`src/sv/dsfp_pkg.sv`:
```
`timescale 1ns / 1ps

package dsfp_pkg;

   // Field widths
   localparam int unsigned BYTE_W  = 8;
   localparam int unsigned TENTH_W = 16;
   localparam int unsigned TICK_W  = 32;
   localparam int unsigned STAT_W  = 2;
   localparam int unsigned CSR_W   = 32;
   localparam int unsigned CSR_IDX_W = 2;

   // Frame marker bytes
   localparam logic [BYTE_W-1:0] HDR_FIRST  = 8'hAA;
   localparam logic [BYTE_W-1:0] HDR_SECOND = 8'hC0;
   localparam logic [BYTE_W-1:0] TAIL_BYTE  = 8'hAB;

   // Result status codes
   localparam logic [STAT_W-1:0] STATUS_OK       = 2'd0;
   localparam logic [STAT_W-1:0] STATUS_CHECKSUM = 2'd1;
   localparam logic [STAT_W-1:0] STATUS_RANGE    = 2'd2;
   localparam logic [STAT_W-1:0] STATUS_TIMEOUT  = 2'd3;

   // Register indexes
   localparam logic [CSR_IDX_W-1:0] CSR_TIMEOUT_LIMIT  = 2'd0;
   localparam logic [CSR_IDX_W-1:0] CSR_FINE_CEILING   = 2'd1;
   localparam logic [CSR_IDX_W-1:0] CSR_COARSE_CEILING = 2'd2;

   // Register reset values
   localparam logic [TICK_W-1:0]  TIMEOUT_LIMIT_RST  = 32'd1500000;
   localparam logic [TENTH_W-1:0] FINE_CEILING_RST   = 16'd10000;
   localparam logic [TENTH_W-1:0] COARSE_CEILING_RST = 16'd20000;

   typedef struct packed {
      logic              action;
      logic [BYTE_W-1:0] rx_byte;
   } item_type;

   typedef struct packed {
      logic [TICK_W-1:0]  timeout_limit;
      logic [TENTH_W-1:0] fine_ceiling;
      logic [TENTH_W-1:0] coarse_ceiling;
   } cfg_type;

endpackage

```
`src/sv/dsfp_if.sv`:
```
`timescale 1ns / 1ps

// Request channel: received bytes and ticks
interface dsfp_req_if import dsfp_pkg::*; ();
   logic              valid;
   logic              ready;
   logic              action;
   logic [BYTE_W-1:0] rx_byte;

   modport source (output valid, action, rx_byte, input ready);
   modport sink   (input valid, action, rx_byte, output ready);
endinterface

// Result channel
interface dsfp_rsp_if import dsfp_pkg::*; ();
   logic               valid;
   logic               ready;
   logic [STAT_W-1:0]  status;
   logic [TENTH_W-1:0] fine_tenths;
   logic [TENTH_W-1:0] coarse_tenths;
   logic [TICK_W-1:0]  elapsed_ticks;

   modport source (output valid, status, fine_tenths, coarse_tenths, elapsed_ticks,
                   input ready);
   modport sink   (input valid, status, fine_tenths, coarse_tenths, elapsed_ticks,
                   output ready);
endinterface

```
`src/sv/dust_sensor_frame_parser_unit.sv`:
```
`timescale 1ns / 1ps
// A taken request is held first in the input stage register, and its result then in the result register on rsp_bus.
// Throughput: one request per cycle while results are taken; a held result stalls the input.
// A request that completes no frame and no timeout gives no result.
// Reset is synchronous and active high: parser hunts for a header, tick count is zero,
// and the registers return to limit 1500000 and ceilings 10000 and 20000.

module dust_sensor_frame_parser_unit import dsfp_pkg::*; (
   input  logic                 clock,
   input  logic                 reset,
   dsfp_req_if.sink             req_bus,
   dsfp_rsp_if.source           rsp_bus,
   input  logic                 csr_write_en,
   input  logic [CSR_IDX_W-1:0] csr_index,
   input  logic [CSR_W-1:0]     csr_wdata
);

   cfg_type  cfg;
   logic     item_valid;
   item_type item;
   logic     item_take;

   dsfp_csr u_csr (
      .clock        (clock),
      .reset        (reset),
      .csr_write_en (csr_write_en),
      .csr_index    (csr_index),
      .csr_wdata    (csr_wdata),
      .cfg          (cfg)
   );

   dsfp_in_stage u_in_stage (
      .clock      (clock),
      .reset      (reset),
      .req_bus    (req_bus),
      .item_valid (item_valid),
      .item       (item),
      .item_take  (item_take)
   );

   dsfp_core u_core (
      .clock      (clock),
      .reset      (reset),
      .item_valid (item_valid),
      .item       (item),
      .item_take  (item_take),
      .cfg        (cfg),
      .rsp_bus    (rsp_bus)
   );

endmodule

```
`src/sv/dsfp_csr.sv`:
```
`timescale 1ns / 1ps

module dsfp_csr import dsfp_pkg::*; (
   input  logic                 clock,
   input  logic                 reset,
   input  logic                 csr_write_en,
   input  logic [CSR_IDX_W-1:0] csr_index,
   input  logic [CSR_W-1:0]     csr_wdata,
   output cfg_type              cfg
);

   cfg_type cfg_ff;

   // Register file; unknown indexes are dropped
   always_ff @(posedge clock) begin
      if (reset) begin
         cfg_ff.timeout_limit  <= TIMEOUT_LIMIT_RST;
         cfg_ff.fine_ceiling   <= FINE_CEILING_RST;
         cfg_ff.coarse_ceiling <= COARSE_CEILING_RST;
      end else if (csr_write_en) begin
         case (csr_index)
            CSR_TIMEOUT_LIMIT:  cfg_ff.timeout_limit  <= csr_wdata[TICK_W-1:0];
            CSR_FINE_CEILING:   cfg_ff.fine_ceiling   <= csr_wdata[TENTH_W-1:0];
            CSR_COARSE_CEILING: cfg_ff.coarse_ceiling <= csr_wdata[TENTH_W-1:0];
            default: ;
         endcase
      end
   end

   assign cfg = cfg_ff;

endmodule

```
`src/sv/dsfp_in_stage.sv`:
```
`timescale 1ns / 1ps

module dsfp_in_stage import dsfp_pkg::*; (
   input  logic       clock,
   input  logic       reset,
   dsfp_req_if.sink   req_bus,
   output logic       item_valid,
   output item_type   item,
   input  logic       item_take
);

   logic     valid_ff;
   logic     valid_in;
   item_type item_ff;
   logic     accept;

   // Room when no request is held or the held request moves on this cycle
   assign req_bus.ready = !valid_ff || item_take;
   assign accept        = req_bus.valid && req_bus.ready;

   always_comb begin
      valid_in = valid_ff;
      if (accept) begin
         valid_in = 1'b1;
      end else if (item_take) begin
         valid_in = 1'b0;
      end
   end

   always_ff @(posedge clock) begin
      if (reset) begin
         valid_ff <= 1'b0;
      end else begin
         valid_ff <= valid_in;
      end
   end

   // Payload needs no reset
   always_ff @(posedge clock) begin
      if (accept) begin
         item_ff.action  <= req_bus.action;
         item_ff.rx_byte <= req_bus.rx_byte;
      end
   end

   assign item_valid = valid_ff;
   assign item       = item_ff;

endmodule

```
`src/sv/dsfp_core.sv`:
```
`timescale 1ns / 1ps

module dsfp_core import dsfp_pkg::*; (
   input  logic       clock,
   input  logic       reset,
   input  logic       item_valid,
   input  item_type   item,
   output logic       item_take,
   input  cfg_type    cfg,
   dsfp_rsp_if.source rsp_bus
);

   typedef enum logic [1:0] {
      PH_HUNT,
      PH_GOT_AA,
      PH_PAYLOAD,
      PH_TAIL
   } phase_type;

   localparam logic [3:0]        POS_FIRST = 4'd2;
   localparam logic [3:0]        POS_LAST_DATA = 4'd7;
   localparam logic [3:0]        POS_LAST_WORD = 4'd5;
   localparam logic [3:0]        POS_TAIL = 4'd9;
   localparam logic [TICK_W-1:0] TICK_MAX = '1;

   phase_type          phase_ff, phase_in;
   logic [3:0]         pos_ff, pos_in;
   logic [BYTE_W-1:0]  sum_ff, sum_in;
   logic [BYTE_W-1:0]  pay_ff [4];
   logic [BYTE_W-1:0]  pay_in [4];
   logic [BYTE_W-1:0]  rsum_ff, rsum_in;
   logic [TICK_W-1:0]  tick_ff, tick_in;
   logic               rsp_valid_ff, rsp_valid_in;
   logic [STAT_W-1:0]  status_ff, status_in;
   logic [TENTH_W-1:0] fine_ff, fine_in;
   logic [TENTH_W-1:0] coarse_ff, coarse_in;
   logic [TICK_W-1:0]  elapsed_ff, elapsed_in;

   logic               emit;
   logic [TICK_W-1:0]  tick_inc;
   logic [TENTH_W-1:0] fine_word;
   logic [TENTH_W-1:0] coarse_word;
   logic [BYTE_W-1:0]  b;
   logic [1:0]         slot;

   // A held request moves when the result register is free or draining
   assign item_take = item_valid && (!rsp_valid_ff || rsp_bus.ready);

   assign tick_inc    = (tick_ff == TICK_MAX) ? tick_ff : tick_ff + 1'b1;
   assign fine_word   = {pay_ff[1], pay_ff[0]};
   assign coarse_word = {pay_ff[3], pay_ff[2]};
   assign b           = item.rx_byte;
   assign slot        = pos_ff[1:0] - 2'd2;

   // Frame parsing and tick counting
   always_comb begin
      phase_in   = phase_ff;
      pos_in     = pos_ff;
      sum_in     = sum_ff;
      pay_in     = pay_ff;
      rsum_in    = rsum_ff;
      tick_in    = tick_ff;
      emit       = 1'b0;
      status_in  = STATUS_OK;
      fine_in    = '0;
      coarse_in  = '0;
      elapsed_in = tick_ff;

      if (item.action) begin
         tick_in = tick_inc;
         if (tick_inc > cfg.timeout_limit) begin
            emit       = 1'b1;
            status_in  = STATUS_TIMEOUT;
            elapsed_in = tick_inc;
         end
      end else begin
         case (phase_ff)
            PH_GOT_AA: begin
               if (b == HDR_SECOND) begin
                  phase_in = PH_PAYLOAD;
                  pos_in   = POS_FIRST;
                  sum_in   = '0;
               end else if (b != HDR_FIRST) begin
                  phase_in = PH_HUNT;
                  pos_in   = POS_FIRST;
                  sum_in   = '0;
               end
            end
            PH_PAYLOAD: begin
               if (pos_ff <= POS_LAST_DATA) begin
                  if (pos_ff <= POS_LAST_WORD) begin
                     pay_in[slot] = b;
                  end
                  sum_in = sum_ff + b;
                  pos_in = pos_ff + 4'd1;
               end else begin
                  rsum_in  = b;
                  phase_in = PH_TAIL;
                  pos_in   = POS_TAIL;
               end
            end
            PH_TAIL: begin
               if (b == TAIL_BYTE) begin
                  emit = 1'b1;
                  if (sum_ff != rsum_ff) begin
                     status_in = STATUS_CHECKSUM;
                  end else begin
                     fine_in   = fine_word;
                     coarse_in = coarse_word;
                     if (fine_word > cfg.fine_ceiling ||
                         coarse_word > cfg.coarse_ceiling) begin
                        status_in = STATUS_RANGE;
                     end
                  end
               end else begin
                  phase_in = (b == HDR_FIRST) ? PH_GOT_AA : PH_HUNT;
                  pos_in   = POS_FIRST;
                  sum_in   = '0;
               end
            end
            default: begin
               phase_in = (b == HDR_FIRST) ? PH_GOT_AA : PH_HUNT;
               pos_in   = POS_FIRST;
               sum_in   = '0;
            end
         endcase
      end

      // Any result clears the tick count and restarts the hunt
      if (emit) begin
         tick_in  = '0;
         phase_in = PH_HUNT;
         pos_in   = POS_FIRST;
         sum_in   = '0;
      end
   end

   // Result register handshake
   always_comb begin
      rsp_valid_in = rsp_valid_ff;
      if (item_take) begin
         rsp_valid_in = emit;
      end else if (rsp_bus.ready) begin
         rsp_valid_in = 1'b0;
      end
   end

   // Parser state, frame data and result register; data needs no reset
   always_ff @(posedge clock) begin
      if (reset) begin
         phase_ff     <= PH_HUNT;
         pos_ff       <= POS_FIRST;
         sum_ff       <= '0;
         tick_ff      <= '0;
         rsp_valid_ff <= 1'b0;
      end else begin
         rsp_valid_ff <= rsp_valid_in;
         if (item_take) begin
            phase_ff <= phase_in;
            pos_ff   <= pos_in;
            sum_ff   <= sum_in;
            tick_ff  <= tick_in;
         end
      end
      if (item_take) begin
         pay_ff  <= pay_in;
         rsum_ff <= rsum_in;
      end
      if (item_take && emit) begin
         status_ff  <= status_in;
         fine_ff    <= fine_in;
         coarse_ff  <= coarse_in;
         elapsed_ff <= elapsed_in;
      end
   end

   assign rsp_bus.valid         = rsp_valid_ff;
   assign rsp_bus.status        = status_ff;
   assign rsp_bus.fine_tenths   = fine_ff;
   assign rsp_bus.coarse_tenths = coarse_ff;
   assign rsp_bus.elapsed_ticks = elapsed_ff;

endmodule

```
`src/flat_wrapper.sv`:
```
// flat-port wrapper written by rule: the top's interface ports become plain ports
module dust_sensor_frame_parser_unit_flat import dsfp_pkg::*;
  (clock, reset, csr_write_en, csr_index, csr_wdata, req_bus_valid, req_bus_action, req_bus_rx_byte, req_bus_ready, rsp_bus_valid, rsp_bus_status, rsp_bus_fine_tenths, rsp_bus_coarse_tenths, rsp_bus_elapsed_ticks, rsp_bus_ready);
  dsfp_req_if req_bus_i ();
  dsfp_rsp_if rsp_bus_i ();
  input  logic clock;
  input  logic reset;
  input  logic csr_write_en;
  input  logic [CSR_IDX_W-1:0] csr_index;
  input  logic [CSR_W-1:0] csr_wdata;
  input wire logic [$bits(req_bus_i.valid)-1:0] req_bus_valid;
  input wire logic [$bits(req_bus_i.action)-1:0] req_bus_action;
  input wire logic [$bits(req_bus_i.rx_byte)-1:0] req_bus_rx_byte;
  output wire logic [$bits(req_bus_i.ready)-1:0] req_bus_ready;
  output wire logic [$bits(rsp_bus_i.valid)-1:0] rsp_bus_valid;
  output wire logic [$bits(rsp_bus_i.status)-1:0] rsp_bus_status;
  output wire logic [$bits(rsp_bus_i.fine_tenths)-1:0] rsp_bus_fine_tenths;
  output wire logic [$bits(rsp_bus_i.coarse_tenths)-1:0] rsp_bus_coarse_tenths;
  output wire logic [$bits(rsp_bus_i.elapsed_ticks)-1:0] rsp_bus_elapsed_ticks;
  input wire logic [$bits(rsp_bus_i.ready)-1:0] rsp_bus_ready;
  assign req_bus_i.valid = req_bus_valid;
  assign req_bus_i.action = req_bus_action;
  assign req_bus_i.rx_byte = req_bus_rx_byte;
  assign req_bus_ready = req_bus_i.ready;
  assign rsp_bus_valid = rsp_bus_i.valid;
  assign rsp_bus_status = rsp_bus_i.status;
  assign rsp_bus_fine_tenths = rsp_bus_i.fine_tenths;
  assign rsp_bus_coarse_tenths = rsp_bus_i.coarse_tenths;
  assign rsp_bus_elapsed_ticks = rsp_bus_i.elapsed_ticks;
  assign rsp_bus_i.ready = rsp_bus_ready;
  dust_sensor_frame_parser_unit u_core (.clock(clock), .reset(reset), .req_bus(req_bus_i), .rsp_bus(rsp_bus_i), .csr_write_en(csr_write_en), .csr_index(csr_index), .csr_wdata(csr_wdata));
endmodule
```
`config.mk`:
```
export PLATFORM = sky130hd
export DESIGN_NAME = dust_sensor_frame_parser_unit_flat
export DESIGN_NICKNAME = d
export VERILOG_FILES = /design/src/sv/dsfp_pkg.sv /design/src/sv/dsfp_if.sv /design/src/sv/dust_sensor_frame_parser_unit.sv /design/src/sv/dsfp_csr.sv /design/src/sv/dsfp_in_stage.sv /design/src/sv/dsfp_core.sv /design/src/flat_wrapper.sv
export SDC_FILE = /design/constraint.sdc
export NUM_CORES = 1
export LEC_CHECK = 0
export BUFFER_PORTS_ARGS = -buffer_cell sky130_fd_sc_hd__buf_4
export CAP_MARGIN = 20
export CORE_ASPECT_RATIO = 1.4
export CORE_UTILIZATION = 29
export DETAILED_ROUTE_END_ITERATION = 8
export GPL_TIMING_DRIVEN = 0
export HOLD_SLACK_MARGIN = 0.08
export PLACE_DENSITY = 0.42
export SYNTH_ARGS = -nofsm -noshare
export SYNTH_HDL_FRONTEND = slang
export SYNTH_SLANG_ARGS = --single-unit
```
`constraint.sdc`:
```
create_clock -name clock -period 13.3 [get_ports clock]
set_input_delay 1.33 -clock clock [delete_from_list [all_inputs] [get_ports clock]]
set_output_delay 1.33 -clock clock [all_outputs]
set_load 0.05 [all_outputs]
```
# Word level (Yosys, flattened, before mapping)
# Cells that the tools add are included.
[word_totals]
register_bits = 227
in_bits = 48
output_inout_bits = 68
word_cells = 119
[op_classes]
n_addsub = 4
n_lt_le_gt_ge = 7
eq_ne = 16
n_mux = 44
n_bitwise = 5
n_reduce_logical = 23
[op_table]
columns = ["cell", "count"]
rows = [
  ["2-to-1 mux 32 bit", 5],
  ["2-to-1 mux 8 bit", 7],
  ["adder 32 x 1 -> 32 bit (second input constant)", 1],
  ["bitwise mux 32 bit", 1],
  ["equality test 32 bit (second input constant)", 1],
  ["greater-than comparator 16 bit", 2],
  ["greater-than comparator 32 bit", 1],
  ["equality test 8 bit (second input constant)", 3],
  ["2-to-1 mux 2 bit", 12],
  ["2-to-1 mux 4 bit", 6],
  ["case mux 8 bit (3 select lines)", 1],
  ["demux 8 bit (select 2 bit)", 1],
  ["AND reduction 5 bit", 3],
  ["case mux 4 bit (3 select lines)", 1],
  ["2-to-1 mux 1 bit", 9],
  ["inequality test 3 bit (second input constant)", 3],
  ["adder 8 bit", 1],
  ["less-or-equal comparator 4 x 3 -> 1 bit (second input constant)", 2],
  ["inequality test 8 bit", 1],
  ["inequality test 8 bit (second input constant)", 1],
  ["AND reduction 2 bit", 4],
  ["AND reduction 4 bit", 2],
  ["equality test 2 bit (second input constant)", 3],
  ["case mux 2 bit (3 select lines)", 1],
  ["15 further kinds", 27],
]

# Depth between registers and ports, before layout
[logic_depth]
word_depth = 7
ltp_mapped = 18
depth_no_buf = 14

# By module
# From an unflattened synthesis, not the netlist that was laid out.
[unflattened]
hier_cells = 1134
area_unflattened_um2 = 11742.5
[by_module_without_submodules]
columns = ["module", "n_inst", "cells_per_inst", "area_each_um2", "seq_area_each_um2"]
rows = [
  ["dsfp_core", 1, 863, 8717.1, 4124.0],
  ["dsfp_csr", 1, 257, 2700.1, 1281.2],
  ["dsfp_in_stage", 1, 14, 325.3, 290.3],
]

# Worst setup path after synthesis
# Ideal clock, no wire load.
[synth_path]
path_kind = "register to register"
start = "reg u_core.u_core.tick_ff[5]"
end = "reg u_core.u_core.coarse_ff[0], in the netlist u_core.u_core.rsp_bus.coarse_tenths[0] (enable)"
setup_ns = 0.512
arrival_ns = 6.759
required_ns = 12.788
setup_slack_ns = 6.029
stages_incl_launch_ff = 17
n_path_buf = 3
period_less_slack_ns = 7.271
cell_sequence = "dfxtp_1 -> buf_2 -> nand4_2 -> or4_4 -> nor4_4 -> and2_1 -> buf_4 -> nand2_1 -> xnor2_1 -> ha_1 -> nand4_1 -> nor3_1 -> a21oi_1 -> a31oi_1 -> o21ai_2 -> clkbuf_1 -> a21oi_1"
[synth_between]
elab_chain_len = 6
elab_cells_between_ends = 7
classes_between = "add/sub: 1; order compare: 1; eq/ne: 1; mux: 3; reduce/logical: 1"
[synth_rtl]
columns = ["element", "line_no", "rtl"]
rows = [
  ["from (decl)", "dsfp_core.sv:32", "logic [TICK_W-1:0] tick_ff, tick_in;"],
  ["from (signal assigned)", "dsfp_core.sv:162", "tick_ff <= tick_in;"],
  ["adder 32 x 1 -> 32 bit or equality test 32 bit (tied branches)", "dsfp_core.sv:49", "assign tick_inc = (tick_ff == TICK_MAX) ? tick_ff : tick_ff + 1'b1;"],
  ["2-to-1 mux 32 bit (*)", "dsfp_core.sv:49", ""],
  ["greater-than comparator 32 bit (*)", "dsfp_core.sv:71", "if (tick_inc > cfg.timeout_limit) begin"],
  ["2-to-1 mux 1 bit (*)", "dsfp_core.sv:71", ""],
  ["2-to-1 mux 1 bit (*)", "dsfp_core.sv:69", "if (item.action) begin"],
  ["logical AND 1 bit (*)", "dsfp_core.sv:169", "if (item_take && emit) begin"],
  ["to (signal assigned)", "dsfp_core.sv:172", "coarse_ff <= coarse_in;"],
  ["to (decl)", "dsfp_core.sv:36", "logic [TENTH_W-1:0] coarse_ff, coarse_in;"],
]
# Every way passes the cells marked *; elsewhere a longest branch is shown, timed or not.
# A chain may end at the register's enable or synchronous reset.

# Worst setup path after layout
[layout_path]
start = "reg u_core.u_core.tick_ff[12]"
end = "reg u_core.u_core.coarse_ff[8], in the netlist u_core.u_core.rsp_bus.coarse_tenths[8] (enable)"
# Same word-level chain as after synthesis.

==> results.yml <==
status:
  status: "finished clean"
logic_synthesis:
  ys_seq_elements: 227
  netlist_area_um2: 11400
  yosys-top-cells-area: "edfxtp_1 30%, dfxtp_1 20%, ha_1 8.8%, nand2_1 5.3%, xnor2_1 3.8%"
  synth_common_cells: "160 x nand2_1, 115 x edfxtp_1, 112 x dfxtp_1, 83 x inv_1"
  mappedNetlistNets: 1256
  synth_top_area_share_pct: 30.3
  yosysMostFrequentCell: "nand2_1"
  netlist.top_cell.by_area: "edfxtp_1"
  yosysSeqAreaShare_pct: 50.0
  syn-mean-instance-area_um2: 10.1
  synthesis.instances: 1127
  synth-edff-count: 115
  async_flop_share_pct: 0
  synth-main-ff-cell: "edfxtp_1"
  synth_cell_types: 80
  yosys_warnings: 0
cts:
  cts_hold_buf: 0
  root_buffer: "clkbuf_16"
  cts_sinks: 227
  h-tree-depth: 1
  cts_setup_buffers: 0
  cts_resized: 0
  clk_pin_slew_worst_paths_ns: 0.06
  cts_buffers: 25
  insertion_delay_ns: 0.54
  ctsLongestPathBuffers: 3
  cts_tree: "yes"
layout:
  nets: 1401
  multi_input_area_um2: 5140
  layoutNonFillerInstCount: 1812
  syn_to_final_growth_pct: 20.7
  regArea_um2: 5700
  final_util_pct: 35.6
  n_fill_cell: 3946
  post_route_cells_drive_above_1_share_pct: 15.9
  diodes: 0
floorplan:
  rows: 85
  coreArea_um2: 38600
  die_area_um2: 40100
  die_w_um: 170
  initial_utilization_pct: 29.5
  die_y_um: 237
  ios: 116
grt:
  grt_pass1_vias: 8528
  grt_pass1_wl_um: 51000
  grt_max_degree: 28
  grt_overflow: 0
  antenna_found_initial: 0
  grt.total_usage_pct: 17.0
critical_path:
  rrSetupSlack_ns: 7.40
  crit_fanout: 27
  worstSetupPathType: "flip-flop to flip-flop"
  r2r-start: "u_core.u_core.tick_ff[12]"
  r2r_cells: 16
  r2r_end: "u_core.u_core.rsp_bus.coarse_tenths[8]"
  crit_path_end_kind: "flip-flop"
  startpoint_type: "flip-flop"
  critical_path_required_ns: 13.53
  cp.arrival_ns: 6.13
drt:
  via_per_inst: 4.65
  drc_errors: 0
  drt_iter0_drc: 431
  wirelength_um: 33500
  vias: 8429
  drtPass1Iterations: 6
  ant_nets: 0
  routedWlPerCell_um: 18.5
pwr:
  power_density_nw_per_um2: 110
  p_leak_nw: 5.52
  vdd_ir_drop_max_mv: 0.0752
min_path:
  min_from: "u_core.u_csr.cfg[51]"
  worstHoldPathType: "flip-flop to flip-flop"
  holdPathEnd: "u_core.u_csr.cfg[51]"
  min_path_cells: 2
timing:
  clock_skew_ns: 0.0127
  tightest_slew_ns: 0.918
  tns_ns: 0
  holdWs_ns: 0.455
  fin_crit_sh_pct: 44.4
  slew_viol_final: 0
  rsz0062_at_grt: "false"
  relSlewSlack_pct: 38.8
  hold_viol: 0
  finalSetupViolations: 0
  fin_crit_ns: 5.90
  max_freq_mhz: 169
  setup_ws_ns: 7.40
placement:
  pre_cts_slack_ns: 7.29
  dp_cells: 1767
  port_buffers: 115
  routabilityCongestion: 0.824
  hpwl_um: 25500
job:
  cap_violations: 0
==> worst max-delay path, cell delays in order, from the launching register on <==
cell       delay, ns
dfxtp_1         0.30
buf_2           0.21
and4_1          0.26
nand4_1         0.26
a2111oi_4       0.56
and4bb_4        0.34
nand3_2         0.12
xnor2_1         0.17
ha_1            0.31
nand4_1         0.16
nor4_1          0.40
nand2b_1        0.18
a31oi_2         0.45
o21ai_2         0.32
clkbuf_1        0.43
a21oi_4         0.82
buf_12          0.27
==> metrics by stage <==
stage | power (W) | instance area, µm²
2_1_floorplan | 0.000802 | 11400
3_3_place_gp | 0.000842 | 12900
3_5_place_dp | 0.000843 | 13000
4_1_cts | 0.00153 | 13700
6_report | 0.00151 | 13700
5_1_grt | 0.00156 | 13700
==> layer usage <==
metal	GRT usage [%]	routed length [µm]	share of wire, %	vias to the layer above
li1	-	-	-	4252
met1	19.8	14000	42	4005
met2	32.2	17800	53	132
met3	1.79	1050	3.1	40
met4	4.80	690	2.1	0
met5	0	0	0	-
==> sequential cells by signal, summed over array words and instances, names as in the netlist <==
| name | flops |
|---|---|
| u_core.u_core.coarse_word | 16 |
| u_core.u_core.fine_word | 16 |
| u_core.u_core.phase_ff | 2 |
| u_core.u_core.pos_ff | 4 |
| u_core.u_core.rsp_bus.coarse_tenths | 16 |
| u_core.u_core.rsp_bus.elapsed_ticks | 32 |
| u_core.u_core.rsp_bus.fine_tenths | 16 |
| u_core.u_core.rsp_bus.status | 2 |
| u_core.u_core.rsp_bus.valid | 1 |
| u_core.u_core.rsum_ff | 8 |
| u_core.u_core.sum_ff | 8 |
| u_core.u_core.tick_ff | 32 |
| u_core.u_csr.cfg | 64 |
| u_core.u_in_stage.item | 9 |
| u_core.u_in_stage.item_valid | 1 |
==> kinds of logic after synthesis <==
group | synth area share [%]
xor gates and xnor gates | 5.83
buffers and inverters | 5.02
adders and majority gates | 8.96
muxes | 0.187
and+or+nand+nor | 17.5
DFF | 50.0
AOI/OAI and AO/OA | 12.5
==> how the worst max path moves through the flow <==
stage	startpoint	to	slack [ns]	cells past startpoint
5_1_grt	u_core.u_core.tick_ff[27]	u_core.u_core.rsp_bus.coarse_tenths[8]	7.15	16
4_1_cts	u_core.u_core.tick_ff[27]	u_core.u_core.rsp_bus.coarse_tenths[8]	7.26	16
3_5_place_dp	u_core.u_core.tick_ff[27]	u_core.u_core.rsp_bus.status[1]	7.29	16
2_1_floorplan	u_core.u_core.tick_ff[5]	u_core.u_core.rsp_bus.coarse_tenths[0]	6.03	16
3_3_place_gp	u_core.u_core.tick_ff[12]	u_core.u_core.rsp_bus.status[1]	2.76	15
6_report	u_core.u_core.tick_ff[12]	u_core.u_core.rsp_bus.coarse_tenths[8]	7.40	16
==> power breakdown <==
part / internal, W / switching [W] / leakage (nW) / total, W
clock: 0.000383 / 0.000300 / 0.392 / 0.000682
combinational: 0.0000291 / 0.0000463 / 3.05 / 0.0000754
sequential: 0.000741 / 0.00000933 / 2.07 / 0.000750
==> final cells by class <==
class,instances,area share [%]
repair buffers,118,6.60
inverters,84,2.29
flip-flops and latches,227,41.4
plain buffers,54,1.87
well taps,522,4.75
multi-input cells,762,37.4
clock buffers,32,4.96
clock inverters,13,0.746
==> cells in the final DEF, fill, tap and decap left out, types with 14 or more instances in the layout <==
cell	count
o211ai_1	31
inv_1	83
nand4_1	33
buf_4	116
and3_1	14
edfxtp_1	115
nor2_1	62
nand2_1	160
a21oi_1	79
clkbuf_16	25
xnor2_1	49
o21ai_0	24
ha_1	80
xor2_1	25
clkbuf_1	34
dfxtp_1	112
and2_1	44
nand3_1	18
Note: power is estimated with default switching activity, not from simulation.
